**config.mk**
```make
export PLATFORM = sky130hd
export DESIGN_NAME = getst_grad
export DESIGN_NICKNAME = d
export VERILOG_FILES = /design/src/hw/rtl/gradient_edge_threshold_stream_macros.svh /design/src/hw/rtl/getst_pkg.sv /design/src/hw/rtl/getst_grad.sv
export SDC_FILE = /design/constraint.sdc
export NUM_CORES = 1
export LEC_CHECK = 0
export BUFFER_PORTS_ARGS = -buffer_cell sky130_fd_sc_hd__buf_2
export CAP_MARGIN = 20
export CORE_MARGIN = 2
export CORE_UTILIZATION = 60
export CTS_BUF_LIST = sky130_fd_sc_hd__clkbuf_16
export DETAILED_ROUTE_END_ITERATION = 16
export PLACE_DENSITY = 0.87
export SLEW_MARGIN = 15
export SYNTH_ARGS = -nofsm -noshare
export SYNTH_HDL_FRONTEND = slang
export SYNTH_SLANG_ARGS = --single-unit
```
**constraint.sdc**
```tcl
create_clock -name clock -period 6.2 [get_ports clock]
set_input_delay 0.31 -clock clock [delete_from_list [all_inputs] [get_ports clock]]
set_output_delay 0.31 -clock clock [all_outputs]
set_load 0.1 [all_outputs]
```
**src/hw/rtl/gradient_edge_threshold_stream_macros.svh**
```systemverilog
// ---------------------------------------------------------------------------
// Assertion macros for the gradient edge threshold stream
// Shared forms for concurrent checks: same-cycle and next-cycle implication.
// ---------------------------------------------------------------------------
`ifndef GRADIENT_EDGE_THRESHOLD_STREAM_MACROS_SVH
`define GRADIENT_EDGE_THRESHOLD_STREAM_MACROS_SVH

// antecedent implies consequent in the same cycle
`define GETST_ASSERT_NOW(label, clk, rst, ante, cons, msg) \
   label: assert property (@(posedge clk) disable iff (rst) (ante) |-> (cons)) \
      else $error(msg);

// antecedent implies consequent in the next cycle
`define GETST_ASSERT_NEXT(label, clk, rst, ante, cons, msg) \
   label: assert property (@(posedge clk) disable iff (rst) (ante) |=> (cons)) \
      else $error(msg);

`endif

```
**src/hw/rtl/getst_pkg.sv**
```systemverilog
// ---------------------------------------------------------------------------
// getst_pkg
// Types and constants shared by the gradient edge threshold stream modules.
// ---------------------------------------------------------------------------
package getst_pkg;

   typedef enum logic {
      CMD_PIXEL = 1'b0,
      CMD_DRAIN = 1'b1
   } cmd_type;

   typedef enum logic [1:0] {
      REG_FRAME_WIDTH  = 2'd0,
      REG_FRAME_HEIGHT = 2'd1,
      REG_KERNEL_MODE  = 2'd2,
      REG_THRESHOLD    = 2'd3
   } reg_index_type;

   localparam int unsigned PIXEL_BITS    = 8;
   localparam int unsigned WIDTH_BITS    = 11;
   localparam int unsigned HEIGHT_BITS   = 16;
   localparam int unsigned THRESH_BITS   = 9;
   localparam int unsigned CSR_IDX_BITS  = 2;
   localparam int unsigned CSR_DATA_BITS = 16;

   localparam logic [WIDTH_BITS-1:0]  WIDTH_RESET  = 11'd640;
   localparam logic [HEIGHT_BITS-1:0] HEIGHT_RESET = 16'd480;
   localparam logic                   KERNEL_RESET = 1'b1;
   localparam logic [THRESH_BITS-1:0] THRESH_RESET = 9'd128;

   localparam logic [PIXEL_BITS-1:0] EDGE_ON  = 8'd255;
   localparam logic [PIXEL_BITS-1:0] EDGE_OFF = 8'd0;

   // gradient arithmetic widths
   localparam int unsigned SUM_BITS  = 10;  // |weighted sum| <= 1020
   localparam int unsigned PROD_BITS = 20;  // 1020 * 683
   localparam int unsigned QUOT_BITS = 9;   // <= 340
   localparam int unsigned SQ_BITS   = 17;  // 340^2
   localparam int unsigned LIM_BITS  = 19;  // 512^2

   // x / 3 == (x * 683) >> 11 for 0 <= x < 1024
   localparam logic [SUM_BITS-1:0] RECIP_3     = 10'd683;
   localparam int unsigned         RECIP_SHIFT = 11;

   typedef struct packed {
      logic emit;   // item gives a result
      logic zero;   // border or drain: result forced to 0
      logic last;   // final result of the frame
   } tag_type;

   typedef struct packed {
      logic                  emit;
      logic                  last;
      logic [PIXEL_BITS-1:0] edge_value;
   } result_type;

endpackage

```
**src/hw/rtl/getst_grad.sv**
```systemverilog
// ---------------------------------------------------------------------------
// getst_grad
// 3x3 window, Prewitt/Sobel gradients, divide by 3, squared magnitude
// against the square of threshold+1. Four registered stages.
// ---------------------------------------------------------------------------
module getst_grad (
   input  logic                                 clock,
   input  logic                                 reset,
   input  logic                                 adv,
   input  logic                                 shift,
   input  logic [getst_pkg::PIXEL_BITS-1:0]     up,
   input  logic [getst_pkg::PIXEL_BITS-1:0]     mid,
   input  logic [getst_pkg::PIXEL_BITS-1:0]     px,
   input  getst_pkg::tag_type                   tag_in,
   input  logic                                 kernel_mode,
   input  logic [getst_pkg::THRESH_BITS-1:0]    threshold,
   output getst_pkg::result_type                res
);
   import getst_pkg::*;

   logic [PIXEL_BITS-1:0] win_ff [9];
   tag_type               tag2_ff, tag3_ff, tag4_ff, tag5_ff;
   logic [SUM_BITS-1:0]   ax_ff, ay_ff;
   logic [QUOT_BITS-1:0]  qx_ff, qy_ff;
   logic [SQ_BITS-1:0]    sqx_ff, sqy_ff;
   logic [LIM_BITS-1:0]   lim_ff;

   logic [SUM_BITS-1:0]   mx, my, px_pos, px_neg, py_pos, py_neg;
   logic [SUM_BITS-1:0]   ax_in, ay_in;
   logic [PROD_BITS-1:0]  prx, pry;
   logic [2*QUOT_BITS-1:0] sqx_full, sqy_full;
   logic [SUM_BITS-1:0]   thr1;
   logic [2*SUM_BITS-1:0] lim_full;
   logic [SQ_BITS:0]      mag_sq;

   // window: rows 0..2 top to bottom, columns 0..2 oldest to newest
   always_ff @(posedge clock) begin
      if (reset) begin
         for (int i = 0; i < 9; i++) begin
            win_ff[i] <= '0;
         end
      end else if (adv && shift) begin
         for (int r = 0; r < 3; r++) begin
            win_ff[r*3]     <= win_ff[r*3 + 1];
            win_ff[r*3 + 1] <= win_ff[r*3 + 2];
         end
         win_ff[2] <= up;
         win_ff[5] <= mid;
         win_ff[8] <= px;
      end
   end

   always_comb begin
      mx = kernel_mode ? {1'b0, win_ff[5], 1'b0} : {2'b0, win_ff[5]};
      my = kernel_mode ? {1'b0, win_ff[7], 1'b0} : {2'b0, win_ff[7]};
      px_pos = {2'b0, win_ff[2]} + mx + {2'b0, win_ff[8]};
      mx = kernel_mode ? {1'b0, win_ff[3], 1'b0} : {2'b0, win_ff[3]};
      px_neg = {2'b0, win_ff[0]} + mx + {2'b0, win_ff[6]};
      py_pos = {2'b0, win_ff[6]} + my + {2'b0, win_ff[8]};
      my = kernel_mode ? {1'b0, win_ff[1], 1'b0} : {2'b0, win_ff[1]};
      py_neg = {2'b0, win_ff[0]} + my + {2'b0, win_ff[2]};
      // only the magnitude matters after squaring
      ax_in = (px_pos >= px_neg) ? (px_pos - px_neg) : (px_neg - px_pos);
      ay_in = (py_pos >= py_neg) ? (py_pos - py_neg) : (py_neg - py_pos);

      prx = ax_ff * RECIP_3;
      pry = ay_ff * RECIP_3;

      sqx_full = qx_ff * qx_ff;
      sqy_full = qy_ff * qy_ff;

      thr1     = {1'b0, threshold} + 1'b1;
      lim_full = thr1 * thr1;

      mag_sq = {1'b0, sqx_ff} + {1'b0, sqy_ff};

      res.emit       = tag5_ff.emit;
      res.last       = tag5_ff.last;
      res.edge_value = (!tag5_ff.zero && (LIM_BITS'(mag_sq) >= lim_ff)) ? EDGE_ON : EDGE_OFF;
   end

   always_ff @(posedge clock) begin
      if (reset) begin
         tag2_ff <= '0;
         tag3_ff <= '0;
         tag4_ff <= '0;
         tag5_ff <= '0;
      end else if (adv) begin
         tag2_ff <= tag_in;
         tag3_ff <= tag2_ff;
         tag4_ff <= tag3_ff;
         tag5_ff <= tag4_ff;
      end
   end

   always_ff @(posedge clock) begin
      lim_ff <= LIM_BITS'(lim_full);
      if (adv) begin
         ax_ff  <= ax_in;
         ay_ff  <= ay_in;
         qx_ff  <= prx[PROD_BITS-1:RECIP_SHIFT];
         qy_ff  <= pry[PROD_BITS-1:RECIP_SHIFT];
         sqx_ff <= SQ_BITS'(sqx_full);
         sqy_ff <= SQ_BITS'(sqy_full);
      end
   end

endmodule

```
== Word level (Yosys, flattened, before mapping) ==
Memories as Yosys holds them, arrays and structs flattened.
Index checks and enable logic that the tools add are counted.
Storage, ports and cells
  flip-flop bits (word level): 103
  bits in writable memories: 72
  bits of input ports: 41
  output and inout bits: 10
  word-level logic and storage cells: 75
  memories: 1
Memories
  win_ff: words 9, bits a word 8, read ports 9, clocked after memory_dff 0, wr ports 9, line getst_grad.sv:21  | logic [PIXEL_BITS-1:0] win_ff [9];
Cells by class
  add/subtract/negate cells: 14
  multipliers: 5
  order comparisons: 3
  multiplexer cells: 21
  bitwise gates (word level): 9
  reductions and logical operators: 3
Operators with widths (number)
  8-bit two-way mux: 10
  10-bit by 8-bit adder with 10-bit output: 4
  8-bit by 9-bit adder with 10-bit output: 4
  10-bit by 10-bit multiplier with 20-bit output (second input constant): 2
  10-bit subtractor: 4
  9-bit two-way mux: 4
  9-bit by 9-bit multiplier with 17-bit output: 2
  10-bit greater-or-equal comparator: 2
  10-bit two-way mux: 2
  18-bit by 19-bit greater-or-equal comparator with 1-bit output: 1
  10-bit by 10-bit multiplier with 19-bit output: 1
  17-bit by 17-bit adder with 18-bit output: 1
  9-bit by 1-bit adder with 10-bit output (second input constant): 1
  1-bit bitwise OR: 9
  1-bit two-way mux: 5
  1-bit logical AND: 2
  1-bit logical NOT: 1

== Depth between registers and ports, before layout ==
Gate-level depths: netlist of the first run.
An unclocked memory read counts as a cell.
  depth in word-level cells: 6
  depth in mapped cells: 23
  depth with buffers taken out: 23

== Worst setup path after synthesis of the first run ==
No wires, ideal clock.
  kind: register to output
  start point: register sqx_ff[3]
  end point: output port res[1] (netlist name)
  data arrival time: 8764 ps
  required time: 5890 ps
  setup slack: -2874 ps
  stages on the path, launching flop included: 16
  path buffers: 1
  cell sequence: edfxtp_1 ha_1 a21o_1 a21oi_1 o21ai_0 nor2_1 o21bai_1 a21oi_1 xnor2_1 ha_1 and4_1 a221oi_1 o21ai_0 nand2_1 a2111oi_0 buf_4
RTL lines
  start: declaration: line getst_grad.sv:25  | logic [SQ_BITS-1:0] sqx_ff, sqy_ff;
  start signal: assignment: line getst_grad.sv:103  | sqx_ff <= SQ_BITS'(sqx_full);
  end: declaration: line getst_grad.sv:17  | output getst_pkg::result_type res

== Worst setup path in the final report of the first run ==
  start point: input port threshold[0] (netlist name)
  end point: register lim_ff[17]
Between the ends
  cells in the longest elaborated chain, start to end: 2
Ends and longest elaborated chain
  start: declaration: line getst_grad.sv:16  | input logic [getst_pkg::THRESH_BITS-1:0] threshold,
  9-bit by 1-bit adder with 10-bit output: line getst_grad.sv:72  | thr1 = {1'b0, threshold} + 1'b1;
  10-bit by 10-bit multiplier with 19-bit output: line getst_grad.sv:73  | lim_full = thr1 * thr1;
  named net lim_full[17]: line getst_grad.sv:33  | logic [2*SUM_BITS-1:0] lim_full;
  end signal: assignment: line getst_grad.sv:97  | lim_ff <= LIM_BITS'(lim_full);
  end: declaration: line getst_grad.sv:26  | logic [LIM_BITS-1:0] lim_ff;
The timed path passes the listed nets, and every way through them passes these cells.
A chain may end at the register's enable or synchronous reset.

==> impl_metrics.json, run 1 <==
{
  "status": "finished, final reports clean",
  "drive_gt1_share_pct": 6.61,
  "synthArstFlopShare_pct": 0,
  "drc_errors": 0,
  "pin_count": 51,
  "cts_buffer_depth": 2,
  "rsz0062_at_grt": "false",
  "via_per_inst": 5.54,
  "yosys_warnings": 0,
  "synth_edf_count": 142,
  "synth_cell_types": 69,
  "finalCriticalPeriod_ns": 5.37,
  "drt_pass1_iterations": 5,
  "syn_inst": 1979,
  "critPathTopFamily": "adder cells",
  "syn_area_sq_um": 20300,
  "grt_pass1_wl_um": 66900,
  "critPathSlowestCell": "fa_1",
  "synth_top_flop_cell": "edfxtp_1",
  "synth.most_common_cell": "inv_1",
  "antenna_found_initial": 0,
  "crit_path_max_fanout": 10,
  "crit_type": "input pin to flip-flop",
  "cts_root_buf": "clkbuf_16",
  "drt-initial-drc-count": 624,
  "routed_wl_um": 38900,
  "hpwl_um": 31300,
  "cts_sinks": 172,
  "die_y_um": 188,
  "yosysTopAreaCellShare_pct": 21.0,
  "die-area_sq_um": 35300,
  "holdBufCountCts": 0,
  "syn2layout_area_growth_pct": 6.38,
  "slew_headroom_pct": 34.6,
  "gp_congestion": 0.881,
  "clkTransAtPathRegs_ns": 0.07,
  "worstMarginPinSlew_ns": 0.981,
  "finalSetupTns_ns": 0,
  "drtAntennaViolNets": 0,
  "cp_cell_sequence": "buf_2, ha_1, nand3_1, xnor2_1, inv_1, nor2_1, ha_1, inv_1, fa_1, inv_1, ha_1, fa_1, inv_1, fa_1, inv_1, ha_1, or2_1, a311oi_2, o21ai_1, a31o_2, a31o_2, a21oi_2, xnor2_1",
  "post_cts_buffers": 0,
  "maxCapViolations": 0,
  "timing.fmax_mhz": 186,
  "synth.avg_cell_area_sq_um": 10.2,
  "fin_skew_ns": 0.00730,
  "slew_viol_final": 0,
  "grt_pass1_vias": 14900,
  "synth-seq-cells": 172,
  "track_usage_pct": 23.2,
  "critPathCaptureType": "flip-flop",
  "cp_data_required_time_ns": 6.58,
  "dr_total_vias": 13800,
  "cpMostUsedCell": "inv_1",
  "overflow": 0,
  "synth_common_cells": "inv_1, ha_1, fa_1",
  "ys_seq_area_share_pct": 24.0,
  "nets": 2602,
  "cts_max_level": 4,
  "wl_per_cell_um": 15.6,
  "cts_resized": 0,
  "fin_crit_sh_pct": 86.7,
  "rows": 67,
  "report.final.setup_viol": 0,
  "cp-start-kind": "input pin",
  "synth_top_cells_by_area": "edfxtp_1, ha_1, fa_1",
  "critPathBufInv": 6,
  "synth_area_leader_cell": "edfxtp_1",
  "cts_tree": "built",
  "min_path_type": "input pin to flip-flop",
  "finalHoldViolCount": 0,
  "clk_latency_ns": 0.44,
  "cts_buffers": 17,
  "start_util_pct": 60.8,
  "core-area_sq_um": 33400,
  "grt_max_degree": 82,
  "arrival_ns": 5.75,
  "max_stage_delay_ns": 0.54,
  "fp.dieW_um": 188,
  "diodes": 0,
  "portBuffers": 50
}
[area by class of cell]
| cell class | instances | area [sq um] |
|---|---|---|
| Tap cell | 448 | 561 |
| Multi-Input combinational cell | 1415 | 13900 |
| Fill cell | 2535 | 11800 |
| Clock buffer | 17 | 425 |
| Clock inverter | 15 | 98.8 |
| Inverter | 365 | 1370 |
| Timing Repair Buffer | 58 | 345 |
| Sequential cell | 172 | 4860 |
[metrics by stage]
step	worst slack, ns	utilization [%]	instance area, sq um	hold slack, ns	cells
2_1_floorplan	0.662	-	20300	0.382	1984
3_3_place_gp	0.572	62.9	21000	0.467	2456
3_5_place_dp	0.469	62.9	21000	0.488	2456
4_1_cts	0.859	64.5	21500	0.0999	2488
5_1_grt	0.500	64.6	21600	0.127	2490
6_report	0.827	64.6	21600	0.111	2490
[flip-flops by register name, indices dropped and copies added (netlist names)]
name / flops
ax_ff: 10
tag5_ff: 1
qx_ff: 9
tag3_ff: 3
qy_ff: 9
res: 2
sqx_ff: 16
tag4_ff: 3
sqy_ff: 16
lim_ff: 18
win_ff: 72
tag2_ff: 3
ay_ff: 10
[cell usage in the layout, fill, tap and decap left out, types with 4 or more instances in the layout]
cell type	instances
or3_1	11
ha_1	334
nand2_1	81
nor3_1	15
nand4_1	9
clkinv_1	4
and3_1	7
xor2_1	43
inv_1	366
or2_2	4
o21ai_0	46
a21oi_1	96
o211ai_1	7
dfxtp_1	30
o21a_1	13
nand2b_1	24
nor2b_1	31
nand3_1	14
and2_1	134
inv_6	4
mux2_2	31
fa_1	198
o31ai_1	5
o21bai_1	16
a211oi_1	8
nor2_1	74
a21o_1	30
clkbuf_16	17
xnor2_1	92
mux2i_1	26
edfxtp_1	142
buf_2	49
a31oi_1	7
buf_4	7
conb_1	7
[worst reg2reg max path, cell delays in order (launching register included)]
cell	delay (ns)
edfxtp_1	0.49
ha_1	0.36
ha_1	0.32
fa_1	0.54
inv_1	0.06
fa_1	0.50
inv_1	0.05
fa_1	0.46
ha_1	0.33
nand3_1	0.09
a211oi_1	0.40
o2111ai_1	0.25
a31oi_1	0.49
a221oi_2	0.21
o21bai_1	0.20
xor2_1	0.08
[final timing paths]
path / startpoint / end / slack [ns] / cells after the start
worst max-delay path: threshold[0] / lim_ff[17]$_DFF_P_ / 0.83 / 23
worst min-delay path: tag_in[0] / tag2_ff[0]$_SDFFE_PP0P_ / 0.11 / 3
worst max register to register: ay_ff[5]$_DFFE_PP_ / qy_ff[7]$_DFFE_PP_ / 1.14 / 15
worst min register to register: tag3_ff[1]$_SDFFE_PP0P_ / tag3_ff[1]$_SDFFE_PP0P_ / 0.50 / 2
[layer usage]
metal  part of all wire, %  vias up  track usage, %
li1                      -     6621               -
met1                    41     6770            26.5
met2                    53      305            43.9
met3                   3.2       90            3.01
met4                   3.0        0            8.78
met5                     0        -               0
[kinds of logic (layout without fill, tap and decap cells)]
| kind of cell | Yosys count | in the layout | synth area share [%] |
|---|---|---|---|
| buf+inv | 397 | 455 | 7.64 |
| fa+ha+maj | 532 | 532 | 40.2 |
| other cells | 2 | 7 | 0.0371 |
| flops | 172 | 172 | 24.0 |
| xor+xnor | 135 | 135 | 5.83 |
| simple gates | 421 | 421 | 11.0 |
| compound gates | 263 | 263 | 8.30 |
| mux | 57 | 57 | 3.01 |
Power of run 1 is not shown: default switching activity piles up to over one toggle a cycle in this logic, so the estimate is an artifact.
==> run 2, diff against run 1 <==
ABC_AREA = 1   (was default)
==> impl_metrics.json, run 2 <==
{
  "top_layer": "met4",
  "grt_pass1_vias": 18400,
  "routed_wl_um": 46900,
  "synth.avg_cell_area_sq_um": 8.02,
  "synth.most_common_cell": "inv_1",
  "hpwl_um": 38700,
  "status": "finished, final reports clean",
  "synth_compound_area_share_pct": 7.07,
  "holdBufCountCts": 0,
  "gp_congestion": 0.929,
  "start_util_pct": 60.9,
  "top_register": "win_ff",
  "setup.worst_path.start": "threshold[1]",
  "final-seq-area_sq_um": 4860,
  "cts_resized": 0,
  "cts_root_buf": "clkbuf_16",
  "r2r_slack_ns": 1.70,
  "syn_inst": 2781,
  "min_path_type": "input pin to flip-flop",
  "drive_gt1_share_pct": 4.55,
  "wl_met2_um": 24500,
  "multi_input_area_sq_um": 14800,
  "rows": 70,
  "largest_register_ffs": 72,
  "cp_data_required_time_ns": 6.56,
  "drt_pass1_iterations": 7,
  "nFillCells": 2968,
  "drc_errors": 0,
  "fin_cells": 3281,
  "fin_crit_sh_pct": 85.9,
  "cts_max_level": 4,
  "yosysTopAreaCellShare_pct": 19.1,
  "maxCapViolations": 0,
  "grt_max_degree": 73,
  "arrival_ns": 5.68,
  "synthArstFlopShare_pct": 0,
  "synth_area_leader_cell": "edfxtp_1",
  "cts_buffers": 17,
  "synth_top_flop_cell": "edfxtp_1",
  "muxShareOfSynthArea_pct": 0,
  "antenna_found_initial": 0,
  "drtAntennaViolNets": 0,
  "synth-seq-cells": 172,
  "overflow": 0,
  "synth_top_cells_by_area": "edfxtp_1, ha_1, fa_1",
  "cts_buffer_depth": 2,
  "finalHoldViolCount": 0,
  "rsz0062_at_grt": "false",
  "yosys.area_share.simple_pct": 18.4,
  "fp.dieW_um": 197,
  "wl_per_cell_um": 14.3,
  "timing.fmax_mhz": 188,
  "report.final.setup_viol": 0,
  "largest_registers": "win_ff x72, lim_ff x18",
  "layout_common_cells": "inv_1, nand2_1, ha_1",
  "dr_total_vias": 17500,
  "finalSetupTns_ns": 0,
  "cp-start-kind": "input pin",
  "critPathCaptureType": "flip-flop",
  "worstMarginPinSlew_ns": 0.937,
  "crit_path_max_fanout": 5,
  "r2r-start": "win_ff[0][25]$_SDFFCE_PN0P_",
  "grt_pass1_wl_um": 81400,
  "crit_path_end": "lim_ff[16]$_DFF_P_",
  "ys_seq_area_share_pct": 21.8,
  "finalCriticalPeriod_ns": 5.33,
  "pin_count": 51,
  "clk_latency_ns": 0.46,
  "placedCellCount": 3249,
  "wl_met3_um": 1680,
  "yosys_warnings": 0,
  "cts_sinks": 172,
  "fin_skew_ns": 0.00934,
  "worst_r2r_endpoint": "ax_ff[8]$_DFFE_PP_",
  "syn_area_sq_um": 22300,
  "slew_viol_final": 0,
  "final_common_cell": "inv_1",
  "clkTransAtPathRegs_ns": 0.07,
  "die-area_sq_um": 38700,
  "synth_top_family_by_area": "adder cells",
  "core-area_sq_um": 36600,
  "synth_cell_types": 44,
  "synth_fa_ha_area_share_pct": 36.5,
  "crit_type": "input pin to flip-flop",
  "portBuffers": 50,
  "post_cts_buffers": 0,
  "met1_length_um": 19200,
  "synth_common_cells": "inv_1, nand2_1, ha_1",
  "via_per_inst": 5.34,
  "syn2layout_area_growth_pct": 5.43,
  "cts_tree": "built",
  "track_usage_pct": 25.6,
  "diodes": 0,
  "reg2regPathDepth": 21,
  "drt-initial-drc-count": 1211,
  "synth_edf_count": 142,
  "die_y_um": 197,
  "nets": 3373,
  "synth_xor_area_share_pct": 4.29,
  "slew_headroom_pct": 37.6
}
-- run 2: cell count changes after synthesis, sizes merged, moves of 24 or more --
cell    change
o21ai      +43
inv       +268
mux2i      -26
clkbuf     +24
mux2       -31
nor2b      -29
xor2       +34
nand2b     -25
nand3      +88
nor2      +162
nand2     +496
a21oi      +44
and2      -133
xnor2      -62
-- run 2: worst max-delay path, stage by stage --
cell      delay, ns
buf_2          0.14
ha_1           0.18
nand2_1        0.08
nor2_1         0.20
nand3_1        0.18
xor2_1         0.29
inv_2          0.11
nor2_1         0.20
inv_1          0.09
fa_1           0.49
fa_1           0.54
inv_1          0.05
fa_1           0.50
fa_1           0.55
inv_1          0.06
fa_1           0.53
inv_1          0.05
ha_1           0.34
a21oi_1        0.24
o21bai_1       0.15
a21boi_0       0.25
nand2_1        0.08
nand2_1        0.06
nand2_1        0.04
-- run 2: area by class of cell --
cell class,count,area share [%]
sequential,172,20.7
clock inverter,15,0.708
clock buffer,17,1.81
inverter,633,10.1
tap,468,2.49
multi-input combinational,1921,63.0
timing repair buffer,55,1.23
-- run 2: metrics by stage --
stage	hold WS, ns	instance area [sq um]	util, %	setup slack [ns]
floorplan	0.422	22300	-	1.00
global placement	0.445	22900	62.6	0.514
detailed placement	0.451	22900	62.6	0.430
CTS	0.0709	23500	64.2	0.885
global route	0.0905	23500	64.2	0.585
finish	0.0820	23500	64.2	0.875
-- run 2: worst min-delay path by stage --
stage | start | cells after the start | endpoint
detailed placement | tag5_ff[1]$_SDFFE_PP0P_ | 2 | tag5_ff[1]$_SDFFE_PP0P_
global placement | tag5_ff[1]$_SDFFE_PP0P_ | 2 | tag5_ff[1]$_SDFFE_PP0P_
global route | tag_in[0] | 3 | tag2_ff[0]$_SDFFE_PP0P_
CTS | tag_in[0] | 3 | tag2_ff[0]$_SDFFE_PP0P_
finish | tag_in[0] | 3 | tag2_ff[0]$_SDFFE_PP0P_
floorplan | adv | 0 | ax_ff[0]$_DFFE_PP_
-- run 2: layer usage --
metal	global-route usage, %	vias to the layer above
li1	-	8688
met1	29.3	8300
met2	48.3	419
met3	3.42	115
met4	10.0	0
met5	0	-
-- run 2: cell families (layout without fill, tap and decap cells) --
group / count (synthesis) / in the layout
adders and majority gates: 532 / 532
and+or+nand+nor: 987 / 987
DFF: 172 / 172
buffers and inverters: 693 / 720
AOI/OAI and AO/OA: 288 / 288
xor gates and xnor gates: 107 / 107
other: 2 / 7
Power of run 2 is left out for the same reason.
