==> src/hw/rtl/gradient_edge_threshold_stream_macros.svh <==
// ---------------------------------------------------------------------------
// Assertion macros for the gradient edge threshold stream
// Shared forms for concurrent checks: same-cycle and next-cycle implication.
// ---------------------------------------------------------------------------
`ifndef GRADIENT_EDGE_THRESHOLD_STREAM_MACROS_SVH
`define GRADIENT_EDGE_THRESHOLD_STREAM_MACROS_SVH

// antecedent implies consequent in the same cycle
`define GETST_ASSERT_NOW(label, clk, rst, ante, cons, msg) \
   label: assert property (@(posedge clk) disable iff (rst) (ante) |-> (cons)) \
      else $error(msg);

// antecedent implies consequent in the next cycle
`define GETST_ASSERT_NEXT(label, clk, rst, ante, cons, msg) \
   label: assert property (@(posedge clk) disable iff (rst) (ante) |=> (cons)) \
      else $error(msg);

`endif

==> src/hw/rtl/getst_pkg.sv <==
// ---------------------------------------------------------------------------
// getst_pkg
// Types and constants shared by the gradient edge threshold stream modules.
// ---------------------------------------------------------------------------
package getst_pkg;

   typedef enum logic {
      CMD_PIXEL = 1'b0,
      CMD_DRAIN = 1'b1
   } cmd_type;

   typedef enum logic [1:0] {
      REG_FRAME_WIDTH  = 2'd0,
      REG_FRAME_HEIGHT = 2'd1,
      REG_KERNEL_MODE  = 2'd2,
      REG_THRESHOLD    = 2'd3
   } reg_index_type;

   localparam int unsigned PIXEL_BITS    = 8;
   localparam int unsigned WIDTH_BITS    = 11;
   localparam int unsigned HEIGHT_BITS   = 16;
   localparam int unsigned THRESH_BITS   = 9;
   localparam int unsigned CSR_IDX_BITS  = 2;
   localparam int unsigned CSR_DATA_BITS = 16;

   localparam logic [WIDTH_BITS-1:0]  WIDTH_RESET  = 11'd640;
   localparam logic [HEIGHT_BITS-1:0] HEIGHT_RESET = 16'd480;
   localparam logic                   KERNEL_RESET = 1'b1;
   localparam logic [THRESH_BITS-1:0] THRESH_RESET = 9'd128;

   localparam logic [PIXEL_BITS-1:0] EDGE_ON  = 8'd255;
   localparam logic [PIXEL_BITS-1:0] EDGE_OFF = 8'd0;

   // gradient arithmetic widths
   localparam int unsigned SUM_BITS  = 10;  // |weighted sum| <= 1020
   localparam int unsigned PROD_BITS = 20;  // 1020 * 683
   localparam int unsigned QUOT_BITS = 9;   // <= 340
   localparam int unsigned SQ_BITS   = 17;  // 340^2
   localparam int unsigned LIM_BITS  = 19;  // 512^2

   // x / 3 == (x * 683) >> 11 for 0 <= x < 1024
   localparam logic [SUM_BITS-1:0] RECIP_3     = 10'd683;
   localparam int unsigned         RECIP_SHIFT = 11;

   typedef struct packed {
      logic emit;   // item gives a result
      logic zero;   // border or drain: result forced to 0
      logic last;   // final result of the frame
   } tag_type;

   typedef struct packed {
      logic                  emit;
      logic                  last;
      logic [PIXEL_BITS-1:0] edge_value;
   } result_type;

endpackage

==> src/hw/rtl/getst_seq.sv <==
// ---------------------------------------------------------------------------
// getst_seq
// Input column, owed-result count and output position counters.
// ---------------------------------------------------------------------------
module getst_seq #(
   parameter int unsigned MAX_LINE_WIDTH = 1024
) (
   input  logic                                 clock,
   input  logic                                 reset,
   input  logic                                 accept,
   input  logic                                 cmd,
   input  logic                                 restart,
   input  logic [getst_pkg::WIDTH_BITS-1:0]     frame_width,
   input  logic [getst_pkg::HEIGHT_BITS-1:0]    frame_height,
   output logic [$clog2(MAX_LINE_WIDTH)-1:0]    col,
   output getst_pkg::tag_type                   tag
);
   import getst_pkg::*;

   localparam int unsigned AW = $clog2(MAX_LINE_WIDTH);
   localparam int unsigned WW = $clog2(MAX_LINE_WIDTH + 1);
   localparam int unsigned CW = (WW > WIDTH_BITS) ? WW : WIDTH_BITS;
   localparam int unsigned PW = $clog2(MAX_LINE_WIDTH + 3);
   localparam int unsigned XW = CW + 1;
   localparam logic [CW-1:0] MAX_W = CW'(MAX_LINE_WIDTH);

   logic [AW-1:0]          col_ff,  col_in;
   logic [PW-1:0]          pend_ff, pend_in;
   logic [AW-1:0]          ocol_ff, ocol_in;
   logic [HEIGHT_BITS-1:0] orow_ff, orow_in;

   logic [CW-1:0]          w_raw, w_eff;
   logic [HEIGHT_BITS-1:0] h_eff;
   logic [CW-1:0]          col_nx, ocol_nx;
   logic [HEIGHT_BITS:0]   orow_nx;
   logic                   col_wrap, ocol_wrap, orow_wrap;
   logic                   is_pixel, over, emit, border;

   always_comb begin
      w_raw = CW'(frame_width);
      if (w_raw == '0) begin
         w_eff = CW'(1);
      end else if (w_raw > MAX_W) begin
         w_eff = MAX_W;
      end else begin
         w_eff = w_raw;
      end
      h_eff = (frame_height == '0) ? HEIGHT_BITS'(1) : frame_height;

      is_pixel  = (cmd == CMD_PIXEL);
      col_nx    = CW'(col_ff) + CW'(1);
      col_wrap  = col_nx >= w_eff;
      ocol_nx   = CW'(ocol_ff) + CW'(1);
      ocol_wrap = ocol_nx >= w_eff;
      orow_nx   = {1'b0, orow_ff} + 1'b1;
      orow_wrap = orow_nx >= {1'b0, h_eff};

      // pixel pushes out a result once more than width are owed
      over   = XW'(pend_ff) > XW'(w_eff);
      emit   = accept && (is_pixel ? over : (pend_ff != '0));
      border = (orow_ff == '0) || orow_wrap || (ocol_ff == '0) || ocol_wrap;

      tag.emit = emit;
      tag.zero = !is_pixel || border;
      tag.last = ocol_wrap && orow_wrap;

      col_in  = col_ff;
      pend_in = pend_ff;
      ocol_in = ocol_ff;
      orow_in = orow_ff;
      if (accept) begin
         if (is_pixel) begin
            col_in = col_wrap ? '0 : AW'(col_nx);
            if (!over) begin
               pend_in = pend_ff + 1'b1;
            end
         end else if (emit) begin
            pend_in = pend_ff - 1'b1;
         end
      end
      if (emit) begin
         ocol_in = ocol_wrap ? '0 : AW'(ocol_nx);
         if (ocol_wrap) begin
            orow_in = orow_wrap ? '0 : orow_nx[HEIGHT_BITS-1:0];
         end
      end
   end

   always_ff @(posedge clock) begin
      if (reset || restart) begin
         col_ff  <= '0;
         pend_ff <= '0;
         ocol_ff <= '0;
         orow_ff <= '0;
      end else begin
         col_ff  <= col_in;
         pend_ff <= pend_in;
         ocol_ff <= ocol_in;
         orow_ff <= orow_in;
      end
   end

   assign col = col_ff;

endmodule

==> config.mk <==
export PLATFORM = sky130hd
export DESIGN_NAME = getst_seq
export DESIGN_NICKNAME = d
export VERILOG_FILES = /design/src/hw/rtl/gradient_edge_threshold_stream_macros.svh /design/src/hw/rtl/getst_pkg.sv /design/src/hw/rtl/getst_seq.sv
export SDC_FILE = /design/constraint.sdc
export NUM_CORES = 1
export LEC_CHECK = 0
export BUFFER_PORTS_ARGS = -buffer_cell sky130_fd_sc_hd__buf_2
export CAP_MARGIN = 20
export CORE_UTILIZATION = 61
export DETAILED_ROUTE_END_ITERATION = 16
export PLACE_DENSITY = 0.82
export SLEW_MARGIN = 40
export SYNTH_ARGS = -nofsm -noshare
export SYNTH_HDL_FRONTEND = slang
export SYNTH_SLANG_ARGS = --single-unit
==> constraint.sdc <==
create_clock -name clock -period 3.92 [get_ports clock]
set_clock_uncertainty 0.15 [all_clocks]
set_input_delay 0 -clock clock [delete_from_list [all_inputs] [get_ports clock]]
set_output_delay 0 -clock clock [all_outputs]
set_load 0.05 [all_outputs]
# Yosys cells after proc, flatten, opt, wreduce, memory -nomap -nowiden
# Cells that the tools add are included.
# totals
ff_bits,47
in_bits,32
out_inout_bits,13
wordCells,42
# classes
n_addsub,5
n_lt_le_gt_ge,5
eq_ne,2
muxes,10
bitwise,1
n_reduce_logical,15
# op_table
operator,count
11-bit 2-to-1 mux,5
16-bit logical NOT,2
16-bit 2-to-1 mux,2
"10-bit by 1-bit adder with 11-bit output, second input constant",2
11-bit greater-or-equal comparator,2
10-bit 2-to-1 mux,2
"16-bit by 1-bit adder with 17-bit output, second input constant",1
17-bit by 16-bit greater-or-equal comparator with 1-bit output,1
"11-bit by 1-bit adder with 11-bit output, second input constant",1
11-bit greater-than comparator,1
"11-bit greater-than comparator, second input constant",1
11-bit logical NOT,1
11-bit nonzero test,1
"11-bit by 1-bit subtractor with 11-bit output, second input constant",1
10-bit logical NOT,1
1-bit logical OR,5
2-bit AND reduction,2
3-bit AND reduction,1
1-bit logical AND,2
"2-bit by 1-bit inequality test with 1-bit output, second input constant",1
"2-bit inequality test, second input constant",1
1-bit 2-to-1 mux,1
1-bit NOT,1

# Depth between registers and ports, before layout
# Gate-level depths: netlist of run 1.
# depth
depth_word,8
mapped_depth,15
ltp_nobuf,14

# Worst setup path after synthesis of run 1
# No wires, ideal clock.
# synth_path
kind,reg2reg
from,register col_ff[2] (netlist: col[2])
to,register col_ff[3] (netlist: col[3])
setup_time_ns,0.074
arrival_ns,3.162
required_time_ns,3.696
slack_ns,0.533
path_stages_with_launch,15
n_path_buf,2
period_less_slack_ns,3.387
path_cell_list,dfxtp_1 -> buf_4 -> and3_1 -> and3_1 -> nand3_1 -> or2_1 -> xnor2_1 -> ha_1 -> a21o_1 -> a21oi_1 -> nand2_1 -> a31oi_1 -> buf_2 -> nand3_1 -> mux2i_1
# synth_via
elab_chain_len,3
# synth_rtl
item,line_no,source
from (decl),getst_seq.sv:27,"logic [AW-1:0] col_ff, col_in;"
from (signal assigned),getst_seq.sv:96,col_ff <= col_in;
10-bit by 1-bit adder with 11-bit output *,getst_seq.sv:51,col_nx = CW'(col_ff) + CW'(1);
11-bit greater-or-equal comparator,getst_seq.sv:52,col_wrap = col_nx >= w_eff;
10-bit 2-to-1 mux *,getst_seq.sv:73,col_in = col_wrap ? '0 : AW'(col_nx);
# Mark *: on every way between the ends. The rest lies on a longest branch, timed or not.
# A chain may end at the register's enable or synchronous reset.

==> results of run 1 <==
cell type report:
| class | count | share of cell area |
|---|---|---|
| multi-input cells | 441 | 0.669 |
| flip-flops and latches | 47 | 0.195 |
| repair buffers | 55 | 0.0650 |
| inverters | 34 | 0.0263 |
| well taps | 96 | 0.0248 |
| clock buffers | 6 | 0.0170 |
| clock inverters | 2 | 0.00336 |
final timing paths:
check,endpoint,startpoint,cells after the start
worst max-delay path,tag[0],orow_ff[2],13
worst min-delay path,col[9],cmd,4
worst max register to register,ocol_ff[2],ocol_ff[0],14
worst min register to register,ocol_ff[8],ocol_ff[8],2
cell families after synthesis:
family,Yosys count,synth area share
AOI/OAI and AO/OA,107,0.182
xor gates and xnor gates,39,0.0777
adders and majority gates,64,0.184
buffers and inverters,53,0.0526
DFF,47,0.214
muxes,10,0.0228
and+or+nand+nor,221,0.267
power groups by stage:
stage | combinational, mW | clock (mW) | sequential, mW
2_1_floorplan | 0.175 | 0 | 0.504
3_3_place_gp | 0.225 | 0 | 0.506
3_5_place_dp | 0.236 | 0 | 0.506
4_1_cts | 0.241 | 0.327 | 0.495
5_1_grt | 0.270 | 0.346 | 0.497
6_report | 0.244 | 0.327 | 0.495
stage by stage:
stage               utilization  area [um2]
floorplan                     -        4400
global placement          0.679        4670
detailed placement        0.680        4670
CTS                       0.702        4820
global route              0.706        4850
finish                    0.706        4850
flip-flops by register name, summed over array words and instances, names as in the netlist:
name     count
ocol_ff     10
orow_ff     16
col         10
pend_ff     11
synth_stat cells (all sizes together), types with 3 or more instances:
library cell | count | area [um2]
o22ai | 7 | 81.3
xnor2 | 21 | 184
and3 | 17 | 106
nor4 | 12 | 75.1
nor4b | 3 | 26.3
o21ai | 24 | 135
buf | 11 | 73.8
a32oi | 3 | 45.1
nand3b | 8 | 60.1
a31oi | 10 | 77.6
ha | 63 | 788
dfxtp | 47 | 941
or3 | 3 | 18.8
a21oi | 31 | 155
a21o | 6 | 45.0
mux2i | 10 | 100
a2111oi | 3 | 46.3
clkbuf | 8 | 30.0
nor2 | 40 | 160
nand4 | 6 | 37.5
nand4b | 8 | 70.1
nor3 | 5 | 25.0
xor2 | 18 | 158
nand2 | 72 | 278
nand3 | 30 | 165
and4 | 3 | 28.8
o21a | 3 | 22.5
a211oi | 4 | 30.0
inv | 32 | 120
nor2b | 5 | 31.3
o31ai | 5 | 42.5
worst max-delay path, cell delays in order (launching register included):
cell and delay [ps]:
sky130_fd_sc_hd__dfxtp_2 430, sky130_fd_sc_hd__nand3_2 170, sky130_fd_sc_hd__nor2_2 220, sky130_fd_sc_hd__nand3_2 180
sky130_fd_sc_hd__nor2_1 210, sky130_fd_sc_hd__nand3_1 130, sky130_fd_sc_hd__xnor2_1 250, sky130_fd_sc_hd__ha_1 310
sky130_fd_sc_hd__nand3_1 140, sky130_fd_sc_hd__o311a_1 260, sky130_fd_sc_hd__nand4bb_4 150, sky130_fd_sc_hd__a32oi_4 290
sky130_fd_sc_hd__and2b_2 270, sky130_fd_sc_hd__buf_2 210
routing by layer:
metal  up-vias  global-route usage  routed length (um)
met5         -                   0                   0
met4         0               0.129                 369
met3        36              0.0483                 560
met2       144               0.517                5300
met1      1927               0.367                4720
li1       2037                   -                   -
repair_timing:
action / CTS / global route
hold endpoints to repair: 7 / 0
setup endpoints to repair: 0 / 2
hold buffers: 5 / 0
setup buffers: 0 / 2
resized for setup: 0 / 4
==> results.rst, run 1 <==
.. list-table::
   :header-rows: 1

   * - Metric
     - Value
   * - Area delta synth->final
     - 10.2%
   * - Cell-internal power
     - 0.731 mW
   * - Total design power
     - 1.07 mW
   * - Combinational fraction of design power
     - 0.229
   * - Final cycle utilization of the critical path
     - 0.938
   * - Post-synth design cell area
     - 4400 um2
   * - Unrepaired setup endpoints after global routing
     - false
   * - Wire length of the first global-routing pass
     - 18.0 mm
   * - Post-placement setup slack
     - 311 ps
   * - Maximum capacitance violations
     - 0
   * - Worst-Skew Late Latency
     - 310 ps
   * - Core box area
     - 6870 um2
   * - Post-route ant nets
     - 0
   * - Number of storage elements in the synthesis netlist
     - 47
   * - Switching pwr
     - 0.336 mW
   * - Multi-input logic area
     - 3240 um2
   * - Number of global-route vias before repair
     - 3,985
   * - Commonest cells after routing, fill and taps aside
     - sky130_fd_sc_hd__nand2_1 (71), sky130_fd_sc_hd__ha_1 (63), sky130_fd_sc_hd__dfxtp_1 (45), sky130_fd_sc_hd__buf_2 (44), sky130_fd_sc_hd__nor2_1 (35)
   * - Least setup slack across all paths after layout
     - 242 ps
   * - Clk pwr share
     - 0.306
   * - Outcome
     - complete, no violations
   * - Minimum clock period
     - 3680 ps
   * - Number of buffers inserted during clock tree synthesis
     - 5
   * - Chip height
     - 86.9 um
   * - Sequential group share of total power
     - 0.465
   * - Synth async-reset ratio
     - 0
   * - Total congestion overflow
     - 0
   * - Setup total negative slack
     - 0 ps
   * - Number of buffers on the longest clock path
     - 2
   * - Required time at the worst-slack endpoint
     - 3770 ps
   * - Number of DRC violations after detailed-routing iteration 0
     - 231
   * - Yosys warning count
     - 0
   * - Routed len/inst
     - 16.1 um
   * - Detailed-routing iteration count for the pre-antenna-repair pass
     - 5
   * - Sw Ratio
     - 0.315
   * - Register area share after synthesis
     - 0.214
   * - Total number of vias
     - 4,144
   * - Total die area
     - 7550 um2
   * - Total half-perimeter wirelength after legalization and detailed placement
     - 8.39 mm
   * - Largest net degree at the start of global routing
     - 34
   * - Critical path peak fanout
     - 7
   * - Type of element launching the critical path
     - register
   * - H-tree lvl count
     - 2
   * - Clock tree from TritonCTS
     - yes
   * - Placement row count
     - 30
   * - Horiz. Die Dim
     - 86.9 um
   * - Total setup violations reported at the end of the flow
     - 0
   * - Fin nets
     - 680
   * - Starting Density
     - 0.640
   * - Clock-pin slew reported for the worst setup and hold paths after clock tree synthesis
     - 100 ps
   * - # IOs
     - 45
   * - Synthesized net count
     - 637
   * - Number of diodes added for antenna fixing
     - 0
   * - Worst hold slack across all endpoints
     - 187 ps
   * - Final hold violation count
     - 0
   * - Worst ir drop on vdd
     - 0.159 mV
   * - Input/output buffers
     - 44
   * - Static leakage power
     - 2.21 nW
   * - Initial antenna violation count
     - 0
   * - Power per unit of standard cell area
     - 220 nW/um2
   * - Normalized max-slew margin
     - 0.480
   * - Number of cells in the finished layout apart from fillers
     - 681
   * - Number of cells in the design after placement
     - 666
   * - Proportion of layout cells with a drive suffix above 1
     - 0.161
   * - Gr usage total
     - 0.299
   * - Master cell of the clock root buffer
     - sky130_fd_sc_hd__clkbuf_8
   * - Detailed-route wire length
     - 10.9 mm
   * - Distinct cell type count of the synthesized netlist
     - 65
   * - Arr. time, crit path
     - 3530 ps
   * - Avg Inst Size Synth
     - 8.13 um2
   * - Highest achievable clock rate
     - 272 MHz
   * - Sequential cell area
     - 943 um2
   * - Commonest non-fill, non-tap cell in the layout
     - sky130_fd_sc_hd__nand2_1
   * - Number of flops mapped to enable cells by yosys
     - 0
   * - Transition time at the pin with the least slew margin
     - 781 ps
   * - Kind of end point of the critical path
     - output pin
   * - Synthesized instance count
     - 541
   * - Most used DFF post-synth
     - sky130_fd_sc_hd__dfxtp_1
   * - Worst setup path class
     - register to output pin
   * - R2R setup slack
     - 300 ps
   * - CTS sink count
     - 47
   * - DR DRC count
     - 0
   * - Drt via density
     - 6.09
   * - FILL cells
     - 553
   * - Global placement routability congestion
     - 0.930
   * - Hold WC Path Type
     - primary input to register
   * - Max-slew violation total from the final report
     - 0
No activity file was read; power rests on OpenSTA's default activity.
==> run 2: changes to the inputs <==
--- a/config.mk
+++ b/config.mk
@@ -9,2 +9,3 @@
 export CAP_MARGIN = 20
+export CORE_MARGIN = 4
 export CORE_UTILIZATION = 61
@@ -12,2 +13,3 @@
 export PLACE_DENSITY = 0.82
+export REMOVE_ABC_BUFFERS = 1
 export SLEW_MARGIN = 40
==> constraint.sdc (replaced) <==
create_clock -name clock -period 3.92 [get_ports clock]
set_clock_uncertainty 0.15 [all_clocks]
set_input_delay 0.196 -clock clock [delete_from_list [all_inputs] [get_ports clock]]
set_output_delay 0.196 -clock clock [all_outputs]
set_load 0.05 [all_outputs]
==> results.rst, run 2 (synthesis gave the netlist of run 1 again) <==
.. list-table::
   :header-rows: 1

   * - Metric
     - Value
   * - Normalized max-slew margin
     - 0.461 (-0.0187)
   * - Detailed-route wire length
     - 10.8 mm (-1.2%)
   * - Transition time at the pin with the least slew margin
     - 809 ps (+28.0 ps)
   * - Power per unit of standard cell area
     - 235 nW/um2 (+6.7%)
   * - Highest achievable clock rate
     - 262 MHz (-3.6%)
   * - Critical path peak fanout
     - 7 (unchanged)
   * - Kind of end point of the critical path
     - output pin
   * - Maximum capacitance violations
     - 0 (unchanged)
   * - Number of cells in the design after placement
     - 667 (+0.15%)
   * - Final hold violation count
     - 0 (unchanged)
   * - Input/output buffers
     - 44 (unchanged)
   * - Total setup violations reported at the end of the flow
     - 0 (unchanged)
   * - Placement row count
     - 30 (unchanged)
   * - Area delta synth->final
     - 11.8%
   * - Reg2Reg Depth
     - 14 (unchanged)
   * - Count of cells along the worst hold path
     - 3 (-1)
   * - Commonest non-fill, non-tap cell in the layout
     - sky130_fd_sc_hd__nand2_1
   * - Max-slew violation total from the final report
     - 0 (unchanged)
   * - Number of buffers on the longest clock path
     - 2 (unchanged)
   * - Worst-Skew Late Latency
     - 300 ps (about the same)
   * - Wire length of the first global-routing pass
     - 18.0 mm (-0.31%)
   * - Sw Ratio
     - 0.275 (-0.0394)
   * - Total congestion overflow
     - 0 (unchanged)
   * - Master cell of the clock root buffer
     - sky130_fd_sc_hd__clkbuf_8
   * - Proportion of layout cells with a drive suffix above 1
     - 0.179 (+0.0183)
   * - Least setup slack across all paths after layout
     - 107 ps (-136 ps)
   * - Total die area
     - 8630 um2 (+14%)
   * - Cell-internal power
     - 0.836 mW (+14%)
   * - Multi-input logic area
     - 3310 um2 (+2.0%)
   * - Combinational fraction of design power
     - 0.206 (-0.023)
   * - H-tree lvl count
     - 2 (unchanged)
   * - Hold WC Path Type
     - primary input to register
   * - Required time at the worst-slack endpoint
     - 3570 ps (-200 ps)
   * - Number of DRC violations after detailed-routing iteration 0
     - 283 (+23%)
   * - FILL cells
     - 574 (+3.8%)
   * - Gr usage total
     - 0.251 (-0.0480)
   * - Type of element launching the critical path
     - register
   * - Clock-pin slew reported for the worst setup and hold paths after clock tree synthesis
     - 90 ps (about the same)
   * - Global placement routability congestion
     - 0.935 (+0.53%)
   * - Static leakage power
     - 2.24 nW (+1.2%)
   * - Hold bufs inserted after CTS
     - 0 (-5)
   * - Worst ir drop on vdd
     - 0.166 mV (+4.4%)
   * - Core box area
     - 6910 um2 (+0.55%)
   * - Minimum clock period
     - 3810 ps (+136 ps)
   * - Number of global-route vias before repair
     - 3,882 (-2.6%)
   * - Worst setup path class
     - register to output pin
   * - Switching pwr
     - 0.318 mW (-5.4%)
   * - Commonest cells after routing, fill and taps aside
     - sky130_fd_sc_hd__nand2_1 (71), sky130_fd_sc_hd__ha_1 (61), sky130_fd_sc_hd__dfxtp_1 (43), sky130_fd_sc_hd__buf_2 (42), sky130_fd_sc_hd__nor2_1 (34)
   * - DR DRC count
     - 0 (unchanged)
   * - Fin nets
     - 676 (-0.59%)
   * - Outcome
     - complete, no violations
   * - Detailed-routing iteration count for the pre-antenna-repair pass
     - 7 (+2)
   * - Starting Density
     - 0.637 (-0.00348)
   * - Arr. time, crit path
     - 3470 ps (-60 ps)
   * - Number of cells in the finished layout apart from fillers
     - 677 (-0.59%)
   * - Initial antenna violation count
     - 0 (unchanged)
   * - Routed len/inst
     - 16.0 um (-0.64%)
   * - Largest reg by FF count
     - orow_ff
   * - Number of buffers inserted during clock tree synthesis
     - 5 (unchanged)
   * - Horiz. Die Dim
     - 92.9 um (+6.9%)
   * - Clk pwr share
     - 0.365 (+0.059)
   * - # IOs
     - 45 (unchanged)
   * - Number of diodes added for antenna fixing
     - 0 (unchanged)
   * - Number of flip-flops in the largest register
     - 16 (unchanged)
   * - Clock tree from TritonCTS
     - yes
   * - Post-route ant nets
     - 0 (unchanged)
   * - CTS sink count
     - 47 (unchanged)
   * - Total half-perimeter wirelength after legalization and detailed placement
     - 8.12 mm (-3.2%)
   * - Chip height
     - 92.9 um (+6.9%)
   * - Sequential group share of total power
     - 0.429 (-0.036)
   * - Sequential cell area
     - 948 um2 (+0.53%)
   * - Drt via density
     - 6.06 (-0.33%)
   * - Worst hold slack across all endpoints
     - 94.5 ps (-92.4 ps)
   * - Final cycle utilization of the critical path
     - 0.973 (+0.0347)
   * - Post-placement setup slack
     - 289 ps (-22.5 ps)
   * - Leading registers by flop count
     - orow_ff: 16 flops, pend_ff: 11 flops
   * - Largest net degree at the start of global routing
     - 34 (unchanged)
   * - Total number of vias
     - 4,106 (-0.92%)
   * - Total design power
     - 1.15 mW (+8.2%)
[run 2: final timing paths]
kind              startpoint     endpoint  slack [ps]
setup / recovery  orow_ff[2]       tag[0]         110
hold / removal         reset  pend_ff[10]          90
setup reg to reg  ocol_ff[0]   ocol_ff[2]         260
hold reg to reg   ocol_ff[9]   ocol_ff[9]         350
[run 2: worst max-delay path, stage by stage (launching register included)]
cell and delay (ps):
sky130_fd_sc_hd__dfxtp_2 450, sky130_fd_sc_hd__nand3_2 160, sky130_fd_sc_hd__nor2_2 220, sky130_fd_sc_hd__nand3_4 160, sky130_fd_sc_hd__nor2_4 170, sky130_fd_sc_hd__nand3_1 160
sky130_fd_sc_hd__xnor2_2 200, sky130_fd_sc_hd__ha_1 340, sky130_fd_sc_hd__nand3_1 150, sky130_fd_sc_hd__o311a_1 300, sky130_fd_sc_hd__nand4bb_4 170, sky130_fd_sc_hd__a32oi_4 220
sky130_fd_sc_hd__and2b_2 250, sky130_fd_sc_hd__clkbuf_4 210
[run 2: cell type report]
| class | instances | share of cell area |
|---|---|---|
| multi-input combinational | 441 | 0.673 |
| inverter | 34 | 0.0260 |
| timing repair buffer | 51 | 0.0565 |
| clock buffer | 6 | 0.0148 |
| tap | 96 | 0.0244 |
| sequential | 47 | 0.193 |
| clock inverter | 2 | 0.0122 |
[run 2: metrics by stage]
stage / utilization / instance area, um2 / TNS, ps
6_report: 0.711 / 4910 / 0
5_1_grt: 0.711 / 4910 / -23.7
4_1_cts: 0.697 / 4810 / 0
3_5_place_dp: 0.677 / 4670 / 0
3_3_place_gp: 0.677 / 4670 / 0
2_1_floorplan: - / 4290 / 0
[run 2: power groups by stage]
stage	clock network (mW)	registers (mW)	logic (mW)
final	0.421	0.495	0.238
after global routing	0.454	0.496	0.268
after global placement	0	0.506	0.225
after CTS	0.432	0.496	0.234
after floorplan	0	0.504	0.166
after detailed placement	0	0.507	0.232
[run 2: what timing repair did]
| action | CTS | global route |
|---|---|---|
| setup buffers | 0 | 2 |
| pin swaps | 0 | 3 |
| resized for setup | 2 | 20 |
| endpoints found under the setup margin | 1 | 6 |
[run 2: routing by layer]
metal / vias up / track usage / part of all wire
met5: - / 0 / 0
met4: 0 / 0.0562 / 0.015
met3: 22 / 0.0349 / 0.045
met2: 104 / 0.417 / 0.48
met1: 1943 / 0.345 / 0.46
li1: 2037 / - / -
==> run 3: changes to the inputs <==
- BUFFER_PORTS_ARGS: -buffer_cell sky130_fd_sc_hd__buf_2 -> unset
- CORE_UTILIZATION: 61 -> 65
- DONT_BUFFER_PORTS: unset -> 1
- PLACE_DENSITY: 0.82 -> 0.81
==> results.rst, run 3 (synthesis gave the netlist of run 1 again) <==
.. list-table::
   :header-rows: 1

   * - Metric
     - Value
   * - Outcome
     - complete, no violations
   * - Total number of vias
     - 3,976 (-3.2%)
   * - Max-slew violation total from the final report
     - 0 (unchanged)
   * - Transition time at the pin with the least slew margin
     - 771 ps (-37.9 ps)
   * - Number of diodes added for antenna fixing
     - 0 (unchanged)
   * - Maximum capacitance violations
     - 0 (unchanged)
   * - Normalized max-slew margin
     - 0.486 (+0.0253)
   * - Gr usage total
     - 0.263 (+0.0116)
   * - DR DRC count
     - 0 (unchanged)
   * - Critical path, cell by cell
     - ha_1 -> and3_1 -> and2_1 -> nand4_1 -> xnor2_2 -> ha_1 -> a2111oi_0 -> o21ai_0 -> a21oi_1 -> a32oi_2 -> nand4b_1 -> buf_4
   * - Post-route ant nets
     - 0 (unchanged)
   * - Reg2Reg Depth
     - 14 (unchanged)
   * - H-tree lvl count
     - 2 (unchanged)
   * - Area delta synth->final
     - 5.66%
   * - Combinational fraction of design power
     - 0.215 (+0.009)
   * - Total half-perimeter wirelength after legalization and detailed placement
     - 8.25 mm (+1.5%)
   * - Number of buffers on the longest clock path
     - 2 (unchanged)
   * - Clk pwr share
     - 0.299 (-0.066)
   * - Core box area
     - 6460 um2 (-6.5%)
   * - Number of global-route vias before repair
     - 3,852 (-0.77%)
   * - Commonest non-fill, non-tap cell in the layout
     - sky130_fd_sc_hd__nand2_1
   * - FILL cells
     - 501 (-13%)
   * - Number of buffers inserted during clock tree synthesis
     - 5 (unchanged)
   * - Input/output buffers
     - 0 (-100%)
   * - Proportion of layout cells with a drive suffix above 1
     - 0.112 (-0.0673)
   * - Largest net degree at the start of global routing
     - 34 (unchanged)
   * - Chip height
     - 90.2 um (-2.9%)
   * - Worst ir drop on vdd
     - 0.280 mV (+69%)
   * - Master cell of the clock root buffer
     - sky130_fd_sc_hd__clkbuf_8
   * - Clock-pin slew reported for the worst setup and hold paths after clock tree synthesis
     - 90 ps (about the same)
   * - Largest incremental delay on the critical path
     - 390 ps (-60 ps)
   * - Switching pwr
     - 0.308 mW (-3.1%)
   * - Largest reg by FF count
     - orow_ff
   * - Final design instance area without fill
     - 4650 um2 (-5.4%)
   * - Routed len/inst
     - 17.2 um (+7.4%)
   * - Number of DRC violations after detailed-routing iteration 0
     - 343 (+21%)
   * - Worst hold slack across all endpoints
     - 26.3 ps (-68.1 ps)
   * - Worst setup path class
     - register to output pin
   * - Wire length of the first global-routing pass
     - 18.1 mm (+0.69%)
   * - Final cycle utilization of the critical path
     - 0.947 (-0.0258)
   * - Type of element launching the critical path
     - register
   * - Global placement routability congestion
     - 0.860 (-8.0%)
   * - Worst-Skew Late Latency
     - 310 ps (about the same)
   * - Unrepaired setup endpoints after global routing
     - false
   * - Drt via density
     - 6.38 (+5.2%)
   * - Number of flip-flops in the largest register
     - 16 (unchanged)
   * - Worst reg2reg path startpoint
     - ocol_ff[0]
   * - Critical Path Sink
     - tag[1]
   * - Setup total negative slack
     - 0 ps (unchanged)
   * - Endpoint of the most critical register-to-register path
     - ocol_ff[2]
   * - Starting Density
     - 0.681 (+0.0441)
   * - Sequential group share of total power
     - 0.486 (+0.057)
   * - Leading registers by flop count
     - orow_ff: 16 flops, pend_ff: 11 flops
   * - Total setup violations reported at the end of the flow
     - 0 (unchanged)
   * - Clock tree from TritonCTS
     - yes
   * - Power per unit of standard cell area
     - 220 nW/um2 (-6.5%)
   * - Detailed-routing iteration count for the pre-antenna-repair pass
     - 5 (-2)
   * - R2R setup slack
     - 290 ps (+30 ps)
   * - Most used cell along the critical path
     - sky130_fd_sc_hd__ha_1
   * - Total congestion overflow
     - 0 (unchanged)
   * - Post-DP Area
     - 4500 um2 (-3.8%)
   * - Hold WC Path Type
     - primary input to register
   * - Sw Ratio
     - 0.302 (+0.0265)
   * - # IOs
     - 45 (unchanged)
   * - Detailed-route wire length
     - 10.7 mm (-1.1%)
   * - CTS sink count
     - 47 (unchanged)
   * - Minimum clock period
     - 3710 ps (-101 ps)
   * - Final hold violation count
     - 0 (unchanged)
   * - Placement row count
     - 29 (-3.3%)
   * - Total die area
     - 8140 um2 (-5.6%)
   * - Kind of end point of the critical path
     - output pin
   * - Fin nets
     - 642 (-5.0%)
   * - Initial antenna violation count
     - 0 (unchanged)
   * - Static leakage power
     - 2.06 nW (-8.1%)
   * - Cell-internal power
     - 0.712 mW (-15%)
   * - Critical path buffer and inverter count
     - 1 (unchanged)
   * - Critical path peak fanout
     - 5 (-2)
   * - Arr. time, crit path
     - 3370 ps (-100 ps)
   * - Cell family with the largest share of critical-path delay
     - compound AO/OA/AOI/OAI gates
   * - Commonest cells after routing, fill and taps aside
     - sky130_fd_sc_hd__nand2_1 (71), sky130_fd_sc_hd__ha_1 (62), sky130_fd_sc_hd__dfxtp_1 (45), sky130_fd_sc_hd__nor2_1 (34), sky130_fd_sc_hd__inv_1 (32)
   * - Horiz. Die Dim
     - 90.2 um (-2.9%)
   * - Launch point of the worst path
     - ocol_ff[0]
   * - CP max-delay cell
     - sky130_fd_sc_hd__dfxtp_1
   * - Highest achievable clock rate
     - 269 MHz (+2.7%)
   * - Required time at the worst-slack endpoint
     - 3570 ps (about the same)
   * - Instance count on the critical path
     - 12 (-1)
==> run 3: worst reg2reg max path, stage by stage (launching register included) <==
cell                        delay, ps
sky130_fd_sc_hd__dfxtp_1          390
sky130_fd_sc_hd__ha_1             240
sky130_fd_sc_hd__and3_1           240
sky130_fd_sc_hd__and2_1           200
sky130_fd_sc_hd__nand4_1          170
sky130_fd_sc_hd__xnor2_2          190
sky130_fd_sc_hd__ha_1             330
sky130_fd_sc_hd__a2111oi_0        360
sky130_fd_sc_hd__o21ai_0          160
sky130_fd_sc_hd__a21oi_1          200
sky130_fd_sc_hd__a32oi_2          180
sky130_fd_sc_hd__buf_4            200
sky130_fd_sc_hd__nor2b_1          300
sky130_fd_sc_hd__nand3b_1         110
sky130_fd_sc_hd__a21oi_1          150
==> run 3: area by class of cell <==
class	instances	area [um2]	area share
clock inverter	1	5.00	0.00108
timing repair buffer	17	133	0.0285
tap	77	96.3	0.0207
multi-input combinational	441	3260	0.701
clock buffer	6	82.6	0.0178
sequential	47	943	0.203
inverter	34	128	0.0275
==> run 3: what timing repair did <==
item,in CTS,in global routing
hold endpoints to repair,1,0
setup buffers,1,0
endpoints found under the setup margin,2,5
hold buffers,2,0
cloned,0,0
pin swaps,1,0
gates resized for setup,0,9
==> run 3: worst min path at each step <==
stage	start	endpoint	slack [ps]	cells past startpoint
2_1_floorplan	reset	pend_ff[10]	220	2
3_3_place_gp	reset	pend_ff[10]	230	2
3_5_place_dp	reset	pend_ff[10]	230	2
4_1_cts	cmd	col[1]	10	3
5_1_grt	cmd	col[1]	30	3
6_report	cmd	col[1]	30	3
==> run 3: per-stage QoR <==
stage               cells  total power, mW  utilization  setup slack, ps
floorplan             522            0.670            -              380
detailed placement    613            0.720        0.696              250
global route          623             1.07        0.719             5.75
global placement      613            0.709        0.696              405
finish                623             1.02        0.719              208
CTS                   623             1.02        0.714              105
==> run 3: power by group through the flow <==
| stage | logic [mW] | registers (mW) | clock network [mW] |
|---|---|---|---|
| after global placement | 0.204 | 0.506 | 0 |
| after CTS | 0.216 | 0.495 | 0.306 |
| after global routing | 0.247 | 0.497 | 0.331 |
| final | 0.220 | 0.495 | 0.305 |
| after detailed placement | 0.214 | 0.506 | 0 |
| after floorplan | 0.166 | 0.504 | 0 |
==> run 3: metal layers <==
layer  routed length, um  up-vias  GRT usage
met4                 255        0     0.0893
met1                4810     1866      0.343
met3                 559       29     0.0526
li1                    -     1959          -
met5                   0        -          0
met2                5070      122      0.432
